**src/sv/odither_pkg.sv**
```systemverilog
package odither_pkg;

    // Register indexes on the configuration port
    localparam logic [1:0] CFG_DEPTH      = 2'd0;
    localparam logic [1:0] CFG_MODE       = 2'd1;
    localparam logic [1:0] CFG_BACKGROUND = 2'd2;

    // Dither modes
    localparam logic [1:0] MODE_OFF    = 2'd0;
    localparam logic [1:0] MODE_BAYER2 = 2'd1;
    localparam logic [1:0] MODE_BAYER4 = 2'd2;

    // Depth limits and reset value
    localparam logic [2:0] DEPTH_MIN   = 3'd1;
    localparam logic [2:0] DEPTH_MAX   = 3'd5;

    // 1.0 in unsigned 16.16, as a 17-bit clamped level
    localparam logic [16:0] FULL_SCALE = 17'h10000;

    // Ordered dither threshold matrices, row-major
    localparam logic [3:0] BAYER4 [16] = '{
        4'd0,  4'd8,  4'd2,  4'd10,
        4'd12, 4'd4,  4'd14, 4'd6,
        4'd3,  4'd11, 4'd1,  4'd9,
        4'd15, 4'd7,  4'd13, 4'd5
    };
    localparam logic [1:0] BAYER2 [4] = '{2'd0, 2'd2, 2'd3, 2'd1};

    // Per-pixel control shared by the three channel quantizers
    typedef struct packed {
        logic [2:0] depth;
        logic [1:0] mode;
        logic [3:0] thresh;
    } chan_ctrl_t;

    // Top depth bits of a 5-bit channel
    function automatic logic [4:0] depth_mask(input logic [2:0] depth);
        logic [4:0] mask;
        unique case (depth)
            3'd1:    mask = 5'b10000;
            3'd2:    mask = 5'b11000;
            3'd3:    mask = 5'b11100;
            3'd4:    mask = 5'b11110;
            default: mask = 5'b11111;
        endcase
        return mask;
    endfunction

    // Weight of the lowest kept bit in a 5-bit channel
    function automatic logic [4:0] depth_lsb(input logic [2:0] depth);
        logic [4:0] lsb;
        unique case (depth)
            3'd1:    lsb = 5'b10000;
            3'd2:    lsb = 5'b01000;
            3'd3:    lsb = 5'b00100;
            3'd4:    lsb = 5'b00010;
            default: lsb = 5'b00001;
        endcase
        return lsb;
    endfunction

    // Threshold for the pixel position under the given mode
    function automatic logic [3:0] bayer_thresh(input logic [1:0] mode,
                                                input logic [1:0] row,
                                                input logic [1:0] col);
        logic [3:0] th;
        if (mode == MODE_BAYER4)
            th = BAYER4[{row, col}];
        else
            th = {2'b00, BAYER2[{row[0], col[0]}]};
        return th;
    endfunction

endpackage

```
**src/sv/ordered_dither_rgb555_core.sv**
```systemverilog
// Pipeline: an accepted input beat passes through the input register, then the result
// register, before out_valid rises.
// Throughput: one pixel per cycle while out_ready stays high; a new beat is taken
// whenever the input register is empty or can move forward into the result register.
// Reset: all valid flags cleared; color_depth returns to 5, dither_mode to off,
// background_color to 0. Payload registers are not reset.
module ordered_dither_rgb555_core (
    input  logic               clk,
    input  logic               rst_n,
    // configuration write channel
    input  logic               cfg_valid,
    output logic               cfg_ready,
    input  logic [1:0]         cfg_index,
    input  logic [14:0]        cfg_data,
    // pixel input channel
    input  logic               in_valid,
    output logic               in_ready,
    input  logic               hit,
    input  logic signed [31:0] red_level,
    input  logic signed [31:0] green_level,
    input  logic signed [31:0] blue_level,
    input  logic [7:0]         column,
    input  logic [7:0]         row,
    // result channel
    output logic               out_valid,
    input  logic               out_ready,
    output logic [14:0]        pixel_color
);

    logic [2:0]  depth_reg;
    logic [1:0]  mode_reg;
    logic [14:0] background_reg;

    logic               s1_valid_reg;
    logic               s1_hit_reg;
    logic signed [31:0] s1_red_reg;
    logic signed [31:0] s1_green_reg;
    logic signed [31:0] s1_blue_reg;
    logic [1:0]         s1_col_reg;
    logic [1:0]         s1_row_reg;

    logic               out_valid_reg;
    logic [14:0]        color_reg;
    logic [14:0]        color_next;

    logic               s1_advance;
    logic [2:0]         depth_next;
    logic [1:0]         mode_next;
    logic [4:0]         mask;
    logic [4:0]         red_color;
    logic [4:0]         green_color;
    logic [4:0]         blue_color;

    odither_pkg::chan_ctrl_t ctrl;

    // Clamp register writes into their legal ranges
    always_comb
    begin
        if (cfg_data[2:0] < odither_pkg::DEPTH_MIN)
            depth_next = odither_pkg::DEPTH_MIN;
        else if (cfg_data[2:0] > odither_pkg::DEPTH_MAX)
            depth_next = odither_pkg::DEPTH_MAX;
        else
            depth_next = cfg_data[2:0];

        if (cfg_data[1:0] > odither_pkg::MODE_BAYER4)
            mode_next = odither_pkg::MODE_BAYER4;
        else
            mode_next = cfg_data[1:0];
    end

    assign cfg_ready = 1'b1;

    // Configuration registers
    always_ff @(posedge clk or negedge rst_n)
    begin
        if (!rst_n)
        begin
            depth_reg      <= odither_pkg::DEPTH_MAX;
            mode_reg       <= odither_pkg::MODE_OFF;
            background_reg <= '0;
        end
        else if (cfg_valid && cfg_ready)
        begin
            unique case (cfg_index)
                odither_pkg::CFG_DEPTH:      depth_reg      <= depth_next;
                odither_pkg::CFG_MODE:       mode_reg       <= mode_next;
                odither_pkg::CFG_BACKGROUND: background_reg <= cfg_data;
                default:                     ;
            endcase
        end
    end

    // Pipeline handshake: advance when the result register is free or being drained
    assign s1_advance = !out_valid_reg || out_ready;
    assign in_ready   = !s1_valid_reg || s1_advance;

    // Input register valid and result register valid
    always_ff @(posedge clk or negedge rst_n)
    begin
        if (!rst_n)
        begin
            s1_valid_reg  <= 1'b0;
            out_valid_reg <= 1'b0;
        end
        else
        begin
            if (in_ready)
                s1_valid_reg <= in_valid;
            if (s1_advance)
                out_valid_reg <= s1_valid_reg;
        end
    end

    // Capture the input beat
    always_ff @(posedge clk)
    begin
        if (in_valid && in_ready)
        begin
            s1_hit_reg   <= hit;
            s1_red_reg   <= red_level;
            s1_green_reg <= green_level;
            s1_blue_reg  <= blue_level;
            s1_col_reg   <= column[1:0];
            s1_row_reg   <= row[1:0];
        end
    end

    // Per-pixel control for the channel quantizers
    always_comb
    begin
        ctrl.depth  = depth_reg;
        ctrl.mode   = mode_reg;
        ctrl.thresh = odither_pkg::bayer_thresh(mode_reg, s1_row_reg, s1_col_reg);
    end

    odither_chan u_red (
        .level (s1_red_reg),
        .ctrl  (ctrl),
        .color (red_color)
    );

    odither_chan u_green (
        .level (s1_green_reg),
        .ctrl  (ctrl),
        .color (green_color)
    );

    odither_chan u_blue (
        .level (s1_blue_reg),
        .ctrl  (ctrl),
        .color (blue_color)
    );

    // Pick shaded color or background, posterizing background only when not dithering
    assign mask = odither_pkg::depth_mask(depth_reg);

    always_comb
    begin
        if (s1_hit_reg)
            color_next = {blue_color, green_color, red_color};
        else if (mode_reg == odither_pkg::MODE_OFF)
            color_next = background_reg & {mask, mask, mask};
        else
            color_next = background_reg;
    end

    // Result register
    always_ff @(posedge clk)
    begin
        if (s1_advance && s1_valid_reg)
            color_reg <= color_next;
    end

    assign out_valid   = out_valid_reg;
    assign pixel_color = color_reg;

    // Stored depth stays within 1 .. 5
    a_depth_range: assert property (@(posedge clk) disable iff (!rst_n)
        depth_reg >= odither_pkg::DEPTH_MIN && depth_reg <= odither_pkg::DEPTH_MAX)
        else $error("color depth register out of range");

    // Only the defined mode codes are stored
    a_mode_range: assert property (@(posedge clk) disable iff (!rst_n)
        mode_reg <= odither_pkg::MODE_BAYER4)
        else $error("dither mode register holds an unused code");

    // An empty result register never blocks input
    a_ready_when_free: assert property (@(posedge clk) disable iff (!rst_n)
        !out_valid_reg |-> in_ready)
        else $error("input stalled with the result register empty");

    // An accepted beat lands in the input register
    a_accept_fills: assert property (@(posedge clk) disable iff (!rst_n)
        in_valid && in_ready |=> s1_valid_reg)
        else $error("accepted beat lost at the input register");

    // A held beat moves to the output when the output is free
    a_advance_fills: assert property (@(posedge clk) disable iff (!rst_n)
        s1_valid_reg && s1_advance |=> out_valid_reg)
        else $error("beat lost between input and result registers");

endmodule

```
**src/sv/odither_chan.sv**
```systemverilog
module odither_chan (
    input  logic signed [31:0]        level,
    input  odither_pkg::chan_ctrl_t   ctrl,
    output logic [4:0]                color
);

    logic [16:0] lvl;
    logic [4:0]  mask;
    logic [4:0]  lsb;
    logic [4:0]  trunc_sat;
    logic [4:0]  aligned;
    logic [15:0] frac_sh;
    logic [3:0]  next_bits;
    logic        full;

    // Clamp the signed 16.16 level to 0 .. 1.0
    always_comb
    begin
        if (level[31])
            lvl = '0;
        else if (level[30:0] > {14'b0, odither_pkg::FULL_SCALE})
            lvl = odither_pkg::FULL_SCALE;
        else
            lvl = level[16:0];
    end

    assign mask = odither_pkg::depth_mask(ctrl.depth);
    assign lsb  = odither_pkg::depth_lsb(ctrl.depth);

    // Truncate to 5 bits, saturating full scale
    assign trunc_sat = lvl[16] ? 5'h1F : lvl[15:11];

    // Kept bits left-aligned, and the bits just below them at the top of frac_sh
    assign aligned   = lvl[15:11] & mask;
    assign full      = lvl[16] || (aligned == mask);
    assign frac_sh   = lvl[15:0] << ctrl.depth;
    assign next_bits = (ctrl.mode == odither_pkg::MODE_BAYER4) ? frac_sh[15:12]
                                                               : {2'b00, frac_sh[15:14]};

    // Select plain truncation or rounded-up dithered value
    always_comb
    begin
        if (ctrl.mode == odither_pkg::MODE_OFF)
            color = trunc_sat & mask;
        else if (full)
            color = mask;
        else if (next_bits >= ctrl.thresh)
            color = aligned + lsb;
        else
            color = aligned;
    end

endmodule
```
**config.mk**
```make
export PLATFORM = sky130hd
export DESIGN_NAME = ordered_dither_rgb555_core
export DESIGN_NICKNAME = d
export VERILOG_FILES = /design/src/sv/odither_pkg.sv /design/src/sv/ordered_dither_rgb555_core.sv /design/src/sv/odither_chan.sv
export SDC_FILE = /design/constraint.sdc
export NUM_CORES = 1
export LEC_CHECK = 0
export ABC_CLOCK_PERIOD_IN_PS = 6000
export BUFFER_PORTS_ARGS = -buffer_cell sky130_fd_sc_hd__clkbuf_2
export CORE_MARGIN = 1.5
export CORE_UTILIZATION = 51
export DETAILED_ROUTE_END_ITERATION = 7
export MAX_ROUTING_LAYER = met4
export PLACE_DENSITY = 0.73
export SLEW_MARGIN = 5
export SYNTH_ARGS = -nofsm -noshare
export SYNTH_HDL_FRONTEND = slang
export SYNTH_SLANG_ARGS = --single-unit
```
**constraint.sdc**
```tcl
create_clock -name clk -period 6 [get_ports clk]
set_clock_uncertainty 0.2 [all_clocks]
set_input_delay 0.6 -clock clk [delete_from_list [all_inputs] [get_ports clk]]
set_output_delay 0.6 -clock clk [all_outputs]
set_load 0.02 [all_outputs]
```
==> key figures <==
Global routing
  • Initial antenna violation count: 0
  • M2 GR Usage: 37.6%
  • GRT Residual Overflow: 0
  • Met3 usage: 4.21%
  • Vias in the first global route: 5031
  • GRT Overall Usage: 23.6%
  • GR Util met1: 29.6%
  • Largest net degree at the start of global routing: 68
  • First-pass GRT wire length: 25300 µm
  • Grt peak-use layer: met2

Clocking
  • CTS root buf: clkbuf_16
  • Clock sinks: 138
  • Clk slew on worst S/H paths: 0.06 ns
  • CTS tree: built
  • CTS max path bufs: 2
  • H-tree depth: 4
  • CTS buffer count: 17
  • Post-CTS Setup Inserts: 0
  • Clk_lat worst skew: 0.42 ns

Timing
  • Final count of pins violating max slew: 0
  • F_max: 235 MHz
  • Worst slew pin tran: 1.03 ns
  • Relative slew slack: 31.5%
  • Final TNS setup: 0 ns
  • Setup repair after global routing missed its margin: false
  • Final hold viol count: 0
  • Final period util: 71.0%
  • Final min period: 4.26 ns
  • Final setup violation count: 0

Power
  • Power Dens Cells: 320 nW/µm²
  • Worst VDD drop: 0.261 mV
  • Static Leak: 0.00343 µW

Setup path
  • Crit path DAT: 4.24 ns
  • Setup crit end kind: flop
  • Crit path kind: reg2reg
  • Largest fanout on the critical path: 18
  • Req. time, crit path: 5.98 ns
  • CP startpoint kind: flop

Place
  • Post-DP Area: 8050 µm²
  • Post-DP HPWL: 12300 µm
  • I/O Buffers: 139
  • Final GP Congestion: 0.940

Synthesis
  • Post-Syn Nets: 720
  • Sequential share of the synthesized area: 55.8%
  • Cells after Synth: 561
  • Synth async-reset ratio: 15.9%
  • Synthesized cell area: 7240 µm²
  • Post-synth cell types: 71
  • Seq cells post-synth: 138
  • Yosys warnings: 0
  • Number of flops mapped to enable cells by yosys: 116
  • Top_reg_cell synth: edfxtp_1
  • Syn Area/Cell: 12.9 µm²

Route
  • Wire per inst: 18.5 µm
  • Initial drt markers: 422
  • DRT antenna net count: 0
  • Vias per cell: 5.84
  • TritonRoute pass-1 iters: 5
  • DR vias: 5211
  • DRT Wirelength: 16500 µm
  • Post-route DRC: 0

Final layout
  • Nets: 859
  • Util after Layout: 62.2%
  • Syn-to-layout area delta: 19.3%
  • Diode count: 0
  • Layout cell share with drive strength beyond 1: 33.7%
  • Final instance area: 8630 µm²

Floorplan
  • Starting Density: 52.1%
  • Die area: 14900 µm²
  • Rows: 43
  • Core area: 13900 µm²
  • Die height: 122 µm
  • DIE WIDTH: 122 µm
  • IO Count: 153

Hold path
  • HP Class: in2reg

Outcome
  • Status: complete, no violations

Flow run
  • Max-cap violations: 0
[where the power goes]
| part | internal [µW] | switching, µW | total (µW) |
|---|---|---|---|
| logic | 234 | 278 | 512 |
| clock network | 612 | 404 | 1020 |
| registers | 1150 | 86.2 | 1240 |
[cells in the final DEF, fill, tap and decap left out, drive strengths merged, types with 15 or more instances in the layout]
master and n:
a21oi 22, clkbuf 157, dfrtp 20, edfxtp 116, ha 21, mux2 22, mux4 22, nand2 51
nand2b 15, nand3 17, nor2 25, nor4 22, o21ai 29
[routing by layer]
metal  vias to the layer above  wire length, µm
met4                         0              468
met5                         -                0
met1                      2500             6940
met3                        30             1030
met2                       218             8100
li1                       2463                -
[cell type report]
type	instances	area (µm²)
tap	180	225
fill	1115	5250
clock inverter	14	146
multi-input combinational	384	2990
timing repair buffer	147	758
inverter	12	45.0
sequential	138	4040
clock buffer	18	429
[worst max-delay path, cell delays in order, from the launching register on]
cell      delay (ns)
dfstp_2         0.90
mux4_2          0.58
mux2_2          0.28
o211ai_1        0.19
ha_1            0.26
nand2b_1        0.14
a21o_1          0.18
a21o_1          0.19
a21oi_1         0.48
o21a_1          0.23
o21ai_0         0.12
a31o_2          0.25
[final timing paths]
check                                         startpoint                             to  slack [ns]  cells after the start
worst max register to register  depth_reg[0]$_DFFE_PN1P_       pixel_color[4]$_DFFE_PP_        1.74                     11
min in group asynchronous                          rst_n  background_reg[8]$_DFFE_PN0P_        0.50                      2
worst max-delay path            depth_reg[0]$_DFFE_PN1P_       pixel_color[4]$_DFFE_PP_        1.74                     11
worst min register to register  s1_valid_reg$_DFFE_PN0N_          out_valid$_DFFE_PN0P_        0.29                      1
worst min-delay path                      blue_level[22]      s1_blue_reg[22]$_DFFE_PP_        0.15                      1
max in group asynchronous                          rst_n       depth_reg[2]$_DFFE_PN1P_        4.72                      2
[cell usage after synthesis, types with 2 or more instances]
cell type / number / area (µm²)
a211oi_1: 2 / 15.0
a21o_1: 7 / 52.6
a21oi_1: 22 / 110
a31o_2: 2 / 17.5
a31oi_1: 9 / 56.3
a41oi_1: 3 / 26.3
and2_1: 8 / 50.1
and3_1: 5 / 31.3
buf_1: 2 / 7.51
buf_2: 2 / 10.0
buf_4: 2 / 15.0
buf_6: 2 / 22.5
clkbuf_1: 15 / 56.3
clkbuf_8: 4 / 55.1
dfrtp_1: 20 / 500
dfstp_2: 2 / 52.6
edfxtp_1: 116 / 3480
fa_1: 3 / 60.1
ha_1: 21 / 263
inv_1: 11 / 41.3
mux2_2: 22 / 248
mux2i_1: 14 / 140
mux4_2: 22 / 495
nand2_1: 49 / 184
nand2_2: 2 / 12.5
nand2b_1: 15 / 93.8
nand3_1: 17 / 85.1
nand3b_1: 4 / 30.0
nand4_1: 8 / 50.1
nor2_1: 24 / 90.1
nor2b_1: 7 / 43.8
nor3_1: 5 / 25.0
nor4_1: 22 / 138
o2111ai_1: 3 / 26.3
o211a_1: 2 / 20.0
o211ai_1: 5 / 37.5
o21a_1: 4 / 30.0
o21ai_0: 24 / 120
o21ai_1: 4 / 20.0
o22ai_1: 3 / 18.8
o311ai_1: 2 / 17.5
or2_2: 2 / 12.5
or4_4: 3 / 33.8
xnor2_1: 11 / 96.3
xor2_1: 3 / 26.3
[cell families after synthesis]
family                     after synthesis  share of synthesized area (%)
and+or+nand+nor                        180                           13.2
DFF                                    138                           55.8
AOI/OAI and AO/OA                      107                           9.67
muxes                                   58                           12.2
buffers and inverters                   39                           2.92
adders and majority gates               24                           4.46
xor gates and xnor gates                14                           1.69
other                                    1                         0.0518
[repair_timing]
| action | CTS | global route |
|---|---|---|
| hold endpoints to repair | 20 | 0 |
| gates resized for setup | 0 | 0 |
| hold buffers | 1 | 0 |
[stage by stage]
step                      hold WS [ns]  setup WS [ns]  cells  total power [µW]
final                            0.146           1.74    893              2760
after global routing             0.138           1.54    893              2870
after CTS                        0.134           1.74    893              2780
after detailed placement         0.275           1.78    860              1760
after global placement           0.258           1.83    860              1740
after floorplan                  0.104           1.88    561              1600
Power figures use the tool's default switching activity.
